--- src/rtl/gdd_pkg.sv ---
`timescale 1ns / 1ps
// Shared types, constants and calendar tables for the Gregorian date difference core.
// No dependencies; used by gdd_date and gregorian_date_difference_core.
package gdd_pkg;

    localparam int DAY_W     = 5;
    localparam int MONTH_W   = 4;
    localparam int YEAR_W    = 14;
    localparam int ORD_W     = 22;
    localparam int MAX_YEAR  = 9999;

    // Per-date results handed from the date unit to the top level
    typedef struct packed {
        logic                 valid;
        logic [ORD_W-1:0]     ordinal;
        logic [DAY_W-1:0]     month_len;
    } gdd_date_info_t;

    // Month length in a common year; codes outside 1..12 give zero
    function automatic logic [DAY_W-1:0] month_len_common(input logic [MONTH_W-1:0] m);
        logic [DAY_W-1:0] len;
        begin
            unique case (m)
                4'd1, 4'd3, 4'd5, 4'd7, 4'd8, 4'd10, 4'd12: len = 5'd31;
                4'd4, 4'd6, 4'd9, 4'd11:                    len = 5'd30;
                4'd2:                                       len = 5'd28;
                default:                                    len = 5'd0;
            endcase
            return len;
        end
    endfunction

    // Days in a common year before the first of month m
    function automatic logic [8:0] days_before(input logic [MONTH_W-1:0] m);
        logic [8:0] n;
        begin
            unique case (m)
                4'd2:    n = 9'd31;
                4'd3:    n = 9'd59;
                4'd4:    n = 9'd90;
                4'd5:    n = 9'd120;
                4'd6:    n = 9'd151;
                4'd7:    n = 9'd181;
                4'd8:    n = 9'd212;
                4'd9:    n = 9'd243;
                4'd10:   n = 9'd273;
                4'd11:   n = 9'd304;
                4'd12:   n = 9'd334;
                default: n = 9'd0;
            endcase
            return n;
        end
    endfunction

endpackage

--- src/rtl/gdd_date.sv ---
`timescale 1ns / 1ps
// Per-date unit: validity check, month length and day ordinal counted from 1 January of year 0.
// Depends on gdd_pkg.
module gdd_date
(
    input  logic [gdd_pkg::DAY_W-1:0]   day,
    input  logic [gdd_pkg::MONTH_W-1:0] month,
    input  logic [gdd_pkg::YEAR_W-1:0]  year,
    output gdd_pkg::gdd_date_info_t     info
);

    logic [26:0]                   q_prod;
    logic [7:0]                    q100;
    logic [13:0]                   rem_full;
    logic [6:0]                    r100;
    logic                          r100_nz;
    logic                          leap;
    logic [7:0]                    ceil100;
    logic [6:0]                    ceil400;
    logic [12:0]                   ceil4;
    logic [14:0]                   y_plus3;
    logic [gdd_pkg::ORD_W-1:0]     year_days;
    logic [gdd_pkg::DAY_W-1:0]     mlen;
    logic                          month_ok;

    // year / 100 by reciprocal multiply, exact for all 14-bit years
    assign q_prod   = 27'(year) * 27'(5243);
    assign q100     = q_prod[26:19];
    assign rem_full = 14'(year - 14'(q100) * 14'(100));
    assign r100     = rem_full[6:0];
    assign r100_nz  = (r100 != 7'd0);

    assign leap = ((year[1:0] == 2'b00) && r100_nz) || (!r100_nz && (q100[1:0] == 2'b00));

    assign y_plus3 = 15'(year) + 15'd3;
    assign ceil4   = y_plus3[14:2];
    assign ceil100 = q100 + 8'(r100_nz);
    assign ceil400 = 7'(q100[7:2]) + 7'(r100_nz || (q100[1:0] != 2'b00));

    assign year_days = gdd_pkg::ORD_W'(year) * gdd_pkg::ORD_W'(365)
                     + gdd_pkg::ORD_W'(ceil4)
                     - gdd_pkg::ORD_W'(ceil100)
                     + gdd_pkg::ORD_W'(ceil400);

    assign mlen = gdd_pkg::month_len_common(month) + 5'((month == 4'd2) && leap);

    assign month_ok = (month >= 4'd1) && (month <= 4'd12);

    assign info.month_len = mlen;
    assign info.valid     = month_ok && (year <= 14'(gdd_pkg::MAX_YEAR))
                         && (day != 5'd0) && (day <= mlen);
    assign info.ordinal   = year_days
                          + gdd_pkg::ORD_W'(gdd_pkg::days_before(month))
                          + gdd_pkg::ORD_W'(leap && (month > 4'd2))
                          + gdd_pkg::ORD_W'(day);

endmodule

--- src/rtl/gregorian_date_difference_core.sv ---
`timescale 1ns / 1ps
// Gregorian date difference core: two-stage pipeline from an input register to a result register.
// Depends on gdd_pkg and gdd_date.
//
// Takes one pair of Gregorian dates per transaction and returns, one result per pair, the whole-day
// distance between them, a year/month/day difference (day borrow uses the earlier date's month
// length, month borrow takes twelve), and flags for swapped order, equal dates and invalid input.
// A pair is accepted every cycle while the result side keeps up; each pair passes through the
// input register, then the result register, before its result is presented on the outputs, and
// the whole calculation sits between those two registers. An invalid date zeroes every other
// result field.
module gregorian_date_difference_core
(
    input  logic                            clk,
    input  logic                            rst_n,

    input  logic                            in_valid,
    output logic                            in_stall,
    input  logic [gdd_pkg::DAY_W-1:0]       first_day,
    input  logic [gdd_pkg::MONTH_W-1:0]     first_month,
    input  logic [gdd_pkg::YEAR_W-1:0]      first_year,
    input  logic [gdd_pkg::DAY_W-1:0]       second_day,
    input  logic [gdd_pkg::MONTH_W-1:0]     second_month,
    input  logic [gdd_pkg::YEAR_W-1:0]      second_year,

    output logic                            out_valid,
    input  logic                            out_stall,
    output logic [gdd_pkg::ORD_W-1:0]       day_distance,
    output logic [gdd_pkg::YEAR_W-1:0]      diff_years,
    output logic [3:0]                      diff_months,
    output logic [4:0]                      diff_days,
    output logic                            were_swapped,
    output logic                            dates_equal,
    output logic                            date_invalid
);

    // input register
    logic                               s1_valid_reg;
    logic [gdd_pkg::DAY_W-1:0]          d1_reg, d2_reg;
    logic [gdd_pkg::MONTH_W-1:0]        m1_reg, m2_reg;
    logic [gdd_pkg::YEAR_W-1:0]         y1_reg, y2_reg;

    // result register
    logic                               out_valid_reg;
    logic [gdd_pkg::ORD_W-1:0]          dist_reg, dist_next;
    logic [gdd_pkg::YEAR_W-1:0]         dy_reg, dy_next;
    logic [3:0]                         dm_reg, dm_next;
    logic [4:0]                         dd_reg, dd_next;
    logic                               swap_reg, swap_next;
    logic                               equal_reg, equal_next;
    logic                               inval_reg, inval_next;

    logic                               out_free;
    logic                               s1_move;
    logic                               in_take;

    gdd_pkg::gdd_date_info_t            info1, info2;

    logic                               swap;
    logic [gdd_pkg::DAY_W-1:0]          lo_d, hi_d, lo_len;
    logic [gdd_pkg::MONTH_W-1:0]        lo_m, hi_m;
    logic [gdd_pkg::YEAR_W-1:0]         lo_y, hi_y;
    logic [gdd_pkg::ORD_W-1:0]          ord_lo, ord_hi;
    logic signed [6:0]                  dd_raw, dd_fix;
    logic signed [5:0]                  dm_raw, dm_fix;
    logic signed [14:0]                 dy_raw, dy_fix;

    gdd_date u_date1
    (
        .day   (d1_reg),
        .month (m1_reg),
        .year  (y1_reg),
        .info  (info1)
    );

    gdd_date u_date2
    (
        .day   (d2_reg),
        .month (m2_reg),
        .year  (y2_reg),
        .info  (info2)
    );

    assign out_free = !out_valid_reg || !out_stall;
    assign s1_move  = s1_valid_reg && out_free;
    assign in_stall = s1_valid_reg && !out_free;
    assign in_take  = in_valid && !in_stall;

    always_comb
    begin
        swap   = (info1.ordinal > info2.ordinal);
        lo_d   = swap ? d2_reg : d1_reg;
        lo_m   = swap ? m2_reg : m1_reg;
        lo_y   = swap ? y2_reg : y1_reg;
        hi_d   = swap ? d1_reg : d2_reg;
        hi_m   = swap ? m1_reg : m2_reg;
        hi_y   = swap ? y1_reg : y2_reg;
        lo_len = swap ? info2.month_len : info1.month_len;
        ord_lo = swap ? info2.ordinal : info1.ordinal;
        ord_hi = swap ? info1.ordinal : info2.ordinal;

        dd_raw = $signed({2'b00, hi_d}) - $signed({2'b00, lo_d});
        dm_raw = $signed({2'b00, hi_m}) - $signed({2'b00, lo_m});
        dy_raw = $signed({1'b0, hi_y}) - $signed({1'b0, lo_y});

        // borrow the earlier month's length, then twelve months
        dd_fix = dd_raw;
        dm_fix = dm_raw;
        if (dd_raw < 0)
        begin
            dd_fix = dd_raw + $signed({2'b00, lo_len});
            dm_fix = dm_raw - 6'sd1;
        end
        dy_fix = dy_raw;
        if (dm_fix < 0)
        begin
            dm_fix = dm_fix + 6'sd12;
            dy_fix = dy_raw - 15'sd1;
        end

        dist_next  = '0;
        dy_next    = '0;
        dm_next    = '0;
        dd_next    = '0;
        swap_next  = 1'b0;
        equal_next = 1'b0;
        inval_next = 1'b0;

        priority if (!info1.valid || !info2.valid)
        begin
            inval_next = 1'b1;
        end
        else if (info1.ordinal == info2.ordinal)
        begin
            equal_next = 1'b1;
        end
        else
        begin
            swap_next = swap;
            dist_next = ord_hi - ord_lo;
            dy_next   = dy_fix[13:0];
            dm_next   = dm_fix[3:0];
            dd_next   = dd_fix[4:0];
        end
    end

    always_ff @(posedge clk or negedge rst_n)
    begin
        if (!rst_n)
        begin
            s1_valid_reg  <= 1'b0;
            out_valid_reg <= 1'b0;
        end
        else
        begin
            if (in_take || s1_move)
            begin
                s1_valid_reg <= in_take;
            end
            if (out_free)
            begin
                out_valid_reg <= s1_valid_reg;
            end
        end
    end

    // hold payload while stalled
    always_ff @(posedge clk)
    begin
        if (in_take)
        begin
            d1_reg <= first_day;
            m1_reg <= first_month;
            y1_reg <= first_year;
            d2_reg <= second_day;
            m2_reg <= second_month;
            y2_reg <= second_year;
        end
        if (s1_move)
        begin
            dist_reg  <= dist_next;
            dy_reg    <= dy_next;
            dm_reg    <= dm_next;
            dd_reg    <= dd_next;
            swap_reg  <= swap_next;
            equal_reg <= equal_next;
            inval_reg <= inval_next;
        end
    end

    assign out_valid    = out_valid_reg;
    assign day_distance = dist_reg;
    assign diff_years   = dy_reg;
    assign diff_months  = dm_reg;
    assign diff_days    = dd_reg;
    assign were_swapped = swap_reg;
    assign dates_equal  = equal_reg;
    assign date_invalid = inval_reg;

    a_stall_only_when_full: assert property (@(posedge clk) disable iff (!rst_n)
        in_stall |-> (s1_valid_reg && out_valid_reg && out_stall))
        else $error("input stalled without a blocked result");

    a_equal_zero: assert property (@(posedge clk) disable iff (!rst_n)
        (out_valid && dates_equal) |-> (day_distance == '0 && !were_swapped && !date_invalid))
        else $error("equal dates with non-zero difference");

    a_invalid_zero: assert property (@(posedge clk) disable iff (!rst_n)
        (out_valid && date_invalid) |-> (day_distance == '0 && !were_swapped && !dates_equal))
        else $error("invalid dates with non-zero result");

    a_months_range: assert property (@(posedge clk) disable iff (!rst_n)
        out_valid |-> (diff_months <= 4'd11 && diff_days <= 5'd30))
        else $error("calendar difference out of range");

    a_swap_distance: assert property (@(posedge clk) disable iff (!rst_n)
        (out_valid && were_swapped) |-> (day_distance != '0))
        else $error("swapped dates with zero distance");

endmodule

--- config.mk ---
export PLATFORM = sky130hd
export DESIGN_NAME = gregorian_date_difference_core
export DESIGN_NICKNAME = d
export VERILOG_FILES = /design/src/rtl/gdd_pkg.sv /design/src/rtl/gdd_date.sv /design/src/rtl/gregorian_date_difference_core.sv
export SDC_FILE = /design/constraint.sdc
export NUM_CORES = 1
export LEC_CHECK = 0
export ABC_AREA = 1
export BUFFER_PORTS_ARGS = -buffer_cell sky130_fd_sc_hd__buf_4
export CAP_MARGIN = 20
export CORE_ASPECT_RATIO = 0.75
export CORE_MARGIN = 2
export CORE_UTILIZATION = 40
export DETAILED_ROUTE_END_ITERATION = 10
export PLACE_DENSITY = 0.62
export SYNTH_ARGS = -nofsm -noshare
export SYNTH_HDL_FRONTEND = slang
export SYNTH_SLANG_ARGS = --single-unit
--- constraint.sdc ---
create_clock -name clk -period 19.89 [get_ports clk]
set_input_delay 0.9945 -clock clk [delete_from_list [all_inputs] [get_ports clk]]
set_output_delay 0.9945 -clock clk [all_outputs]
set_load 0.01 [all_outputs]
==> results of run 1 <==
==> per-stage QoR <==
step,instance area [um^2],setup slack (ps),hold WS (ps),util (%),cells
floorplan,26100,6940,433,-,3213
global placement,28000,4590,474,43.1,4182
detailed placement,28000,4470,496,43.1,4182
CTS,28600,4420,241,44.1,4214
global route,28600,3150,264,44.1,4215
finish,28600,4380,279,44.1,4215
==> routing by layer <==
metal	global-route usage (%)	part of all wire (%)	up-vias
met5	0	0.017	-
met4	5.13	1.8	2
met3	4.41	7.3	65
met2	32.9	40	634
met1	35.7	51	9945
li1	-	-	10300
==> area by class of cell <==
| class | instances | area (um^2) | share of cell area, % |
|---|---|---|---|
| multi-input combinational | 2248 | 19500 | 68.2 |
| sequential | 120 | 3350 | 11.7 |
| inverter | 827 | 3110 | 10.9 |
| tap | 871 | 1090 | 3.81 |
| timing repair buffer | 117 | 898 | 3.14 |
| clock buffer | 20 | 500 | 1.75 |
| clock inverter | 12 | 139 | 0.485 |
==> kinds of logic (layout without fill, tap and decap cells) <==
logic type,Yosys count,in the layout
adder cells (fa/ha/maj),793,793
AO/OA/AOI/OAI,333,333
AND/OR/NAND/NOR,1015,1015
buffers and inverters,845,976
XOR/XNOR,106,106
multiplexers,1,1
flip-flops,120,120
==> synth_stat cells (8+ instances only) <==
cell | instances | area share (%)
nand4_1 | 28 | 0.67
fa_1 | 315 | 24
a31oi_1 | 11 | 0.26
o21a_1 | 8 | 0.23
edfxtp_1 | 94 | 11
nor2_1 | 229 | 3.3
o21bai_1 | 15 | 0.43
nand3_1 | 145 | 2.8
inv_1 | 818 | 12
nand2_2 | 25 | 0.60
xnor2_1 | 34 | 1.1
nand2_1 | 515 | 7.4
nand3b_1 | 13 | 0.37
a21o_1 | 13 | 0.37
nor3_1 | 25 | 0.48
dfxtp_1 | 24 | 1.8
a21oi_1 | 129 | 2.5
o21ai_0 | 94 | 1.8
xor2_1 | 71 | 2.4
o21ai_2 | 11 | 0.37
inv_2 | 8 | 0.11
o21ai_1 | 20 | 0.38
ha_1 | 478 | 23
==> final timing paths <==
path	start	endpoint	slack, ps	cells past startpoint
min	rst_n	s1_valid_reg	280	1
min reg2reg	s1_valid_reg	out_valid	510	2
max in group asynchronous	rst_n	out_valid	19520	1
max	y2_reg[4]	diff_years[13]	4380	72
max reg2reg	y2_reg[4]	diff_years[13]	4380	72
min in group clk	s1_valid_reg	out_valid	510	2
==> worst register-to-register path, delay by kind of cell (launching register included) <==
| family | cells | cell delay, ps |
|---|---|---|
| AOI/OAI and AO/OA | 3 | 410 |
| xor gates and xnor gates | 3 | 790 |
| adders and majority gates | 18 | 7020 |
| buffers and inverters | 8 | 1250 |
| DFF | 1 | 840 |
| and+or+nand+nor | 40 | 4960 |
==> flow_metrics.tcl, run 1 <==
set metrics [dict create \
    status "complete, no violations" \
    cts_setup_buffers 0 \
    end_kind "flip-flop" \
    dp_hpwl_um 65300 \
    final_common_cell "inv_1" \
    fin_skew_ps 16.5 \
    yosys.area_share.xor_xnor_pct 3.58 \
    synth_nets 4056 \
    clk_latency_ps 490 \
    overflow 0 \
    hold_buffers 0 \
    core_mm2 0.0649 \
    grt_pass1_wl_um 119000 \
    area_growth_pct 9.55 \
    grt_max_degree 57 \
    wirelength_um 75800 \
    path_max_fanout 56 \
    synth-compound-area-share_pct 7.38 \
    route.detailed.drc 0 \
    period_share_pct 78.0 \
    nets 4174 \
    cts_sinks 120 \
    portBuffers 99 \
    slew_viol_final 0 \
    cts_buffers 17 \
    grt_pass1_vias 20200 \
    yosysSeqAreaShare_pct 12.8 \
    root_buffer "clkbuf_16" \
    postSynthCellCount 3213 \
    finalSetupViolCount 0 \
    arrival_ps 15770 \
    synth_edf_count 94 \
    final.min_clock_period_ps 15510 \
    grt_use_total_pct 23.1 \
    gp_congestion 0.966 \
    io-pin-count 100 \
    num_vias 20900 \
    cts.repair.resized 0 \
    crit_path_max_incr_delay_ps 840 \
    start_kind "flip-flop" \
    finalHoldViolCount 0 \
    synth-seq-cells 120 \
    fmax_ghz 0.0645 \
    cts_tree "built" \
    synthAdderAreaFrac_pct 47.0 \
    die_h_um 225 \
    syn_avg_cell_area_um2 8.13 \
    muxShareOfSynthArea_pct 0.0383 \
    start_util_pct 40.3 \
    via_per_inst 4.96 \
    slowest_stage "edfxtp_1" \
    synth_top_family_by_area "adder cells" \
    yosysWarnings 0 \
    die_area_mm2 0.0674 \
    die_w_um 299 \
    drt.antenna.violating_nets 0 \
    critPathTopFamily "adder cells" \
    drive_above_1_share_pct 6.58 \
    row_count 81 \
    cp.required_ps 20150 \
    dr.pass1.iters 8 \
    clkSlewWorstSetupHoldPaths_ps 80 \
    wl_per_cell_um 18.0 \
    mostFrequentLayoutCells "inv_1 (817), nand2_1 (515), ha_1 (478), fa_1 (315), nor2_1 (229)" \
    clockBufferDepth 2 \
    hold_class "in2async" \
    crit_type "reg2reg" \
    antenna_found_initial 1 \
    synth_area_mm2 0.0261 \
    async_flop_share_pct 1.67 \
    cts-htree-levels 4 \
    diodes 0 \
    rsz0062_at_grt "false" \
    synth_flop_cell "edfxtp_1" \
    maxSlewHeadroom_pct 31.9 \
    crit_top_cell "nand2_1" \
    worst_slew_pin_slew_ps 1010 \
    yosys.area_share.simple_pct 16.7 \
    drt_iter0_drc 1687 \
    tns_ps 0 \
    path_buf_inv 8 \
    maxCapViolCount 0 \
    synth_cell_type_count 64 \
    nFillCells 6521 \
]
Power of run 1 is left out: the tool's default activity adds up to more than one toggle a clock period on the data nets, which glitch-free logic cannot reach.
==> run 2: changes to the inputs <==
- PLACE_DENSITY: 0.62 -> 0.64
- clock period: 19.89 -> 12.7 ns (I/O delays scaled with it)
==> flow_metrics.tcl, run 2 (synthesized netlist as in run 1, its figures left out) <==
set metrics [dict create \
    grt_max_degree 49 \
    dp_hpwl_um 66700 \
    drt.antenna.violating_nets 0 \
    num_vias 22900 \
    final_common_cell "inv_1" \
    die_h_um 225 \
    die_area_mm2 0.0674 \
    worst_slack_ps -109 \
    drive_above_1_share_pct 26.8 \
    clockBufferDepth 2 \
    ff2ff_setup_slack_ps -110 \
    nFillCells 5904 \
    fmax_ghz 0.0781 \
    crit_type "reg2reg" \
    portBuffers 99 \
    slew_viol_final 0 \
    clkSlewWorstSetupHoldPaths_ps 80 \
    holdPathStages 1 \
    cts_tree "built" \
    core_mm2 0.0649 \
    diodes 0 \
    numPlacedInstances 4566 \
    die_w_um 299 \
    finalHoldViolCount 0 \
    rsz0062_at_grt "true" \
    clk_latency_ps 500 \
    nets 4642 \
    cts_sinks 120 \
    wirelength_um 79800 \
    mostFrequentLayoutCells "inv_1 (775), buf_4 (557), nand2_1 (435), ha_1 (408), fa_1 (298)" \
    grt_use_total_pct 23.8 \
    crit_path_max_incr_delay_ps 570 \
    tns_ps -287 \
    grt_pass1_vias 22600 \
    violations "negative setup slack" \
    utilization_pct 52.7 \
    slowest_stage "fa_1" \
    hold_class "in2reg" \
    route.detailed.drc 0 \
    cts-htree-levels 4 \
    io-pin-count 100 \
    period_share_pct 101 \
    final.min_clock_period_ps 12810 \
    dr.pass1.iters 5 \
    area_growth_pct 30.8 \
    status "finished, violations left" \
    fin_cells 4683 \
    overflow 0 \
    wl_per_cell_um 17.0 \
    path_max_fanout 5 \
    end_kind "flip-flop" \
    via_per_inst 4.89 \
    gp_congestion 0.984 \
    grt_pass1_wl_um 124000 \
    worst_slew_pin_slew_ps 941 \
    start_util_pct 40.3 \
    maxSlewHeadroom_pct 36.6 \
    finalSetupViolCount 6 \
    cp.required_ps 12910 \
    preCtsSetupSlack_ps -929 \
    root_buffer "clkbuf_16" \
    drt_iter0_drc 1866 \
    antenna_found_initial 0 \
    arrival_ps 13020 \
    start_kind "flip-flop" \
    cts_buffers 17 \
    rr_worst_depth 66 \
    row_count 81 \
    fin_skew_ps 27.5 \
    maxCapViolCount 0 \
]
==> run 2: metrics by stage <==
step           hold slack (ps)  instance area [um^2]
2_1_floorplan              339                 26200
3_3_place_gp               420                 30900
3_5_place_dp               420                 30900
4_1_cts                    278                 32900
5_1_grt                    302                 34200
6_report                   312                 34200
==> run 2: final cells by class <==
| class | instances | area, um^2 | area share (%) |
|---|---|---|---|
| clock buffer | 17 | 425 | 1.24 |
| clock inverter | 15 | 189 | 0.553 |
| inverter | 827 | 3120 | 9.12 |
| multi-input combinational | 2249 | 21500 | 62.9 |
| sequential | 120 | 3350 | 9.81 |
| tap | 871 | 1090 | 3.19 |
| timing repair buffer | 584 | 4520 | 13.2 |
==> run 2: per-layer routing <==
metal / routed length (um) / global-route usage [%] / up-vias
met5: 0 / 0 / -
li1: - / - / 11200
met2: 34700 / 36.0 / 657
met3: 5110 / 3.52 / 85
met1: 38300 / 35.3 / 10900
met4: 1620 / 5.95 / 0
==> run 2: path summary, 6_finish.rpt <==
kind,start,to
max in group asynchronous,rst_n,out_valid
hold / removal,first_year[0],y1_reg[0]
setup reg to reg,y1_reg[11],diff_days[4]
setup / recovery,y1_reg[11],diff_days[4]
min in group asynchronous,rst_n,s1_valid_reg
hold reg to reg,s1_valid_reg,out_valid
==> run 2: timing repair <==
action,in CTS,in global routing
hold endpoints to repair,2,0
resized for setup,173,267
pin swaps,115,173
hold buffers,1,0
setup endpoints to repair,44,44
gates cloned,1,0
buffers inserted,54,31
==> run 2: critical path: cells and delay by family, from the launching register on <==
| family | cells | cell delay (ps) |
|---|---|---|
| AO/OA/AOI/OAI | 8 | 760 |
| XOR/XNOR | 5 | 910 |
| adder cells (fa/ha/maj) | 17 | 6120 |
| buffers and inverters | 15 | 1500 |
| flip-flops | 1 | 420 |
| AND/OR/NAND/NOR | 21 | 2810 |
Power of run 2 is left out for the same reason.
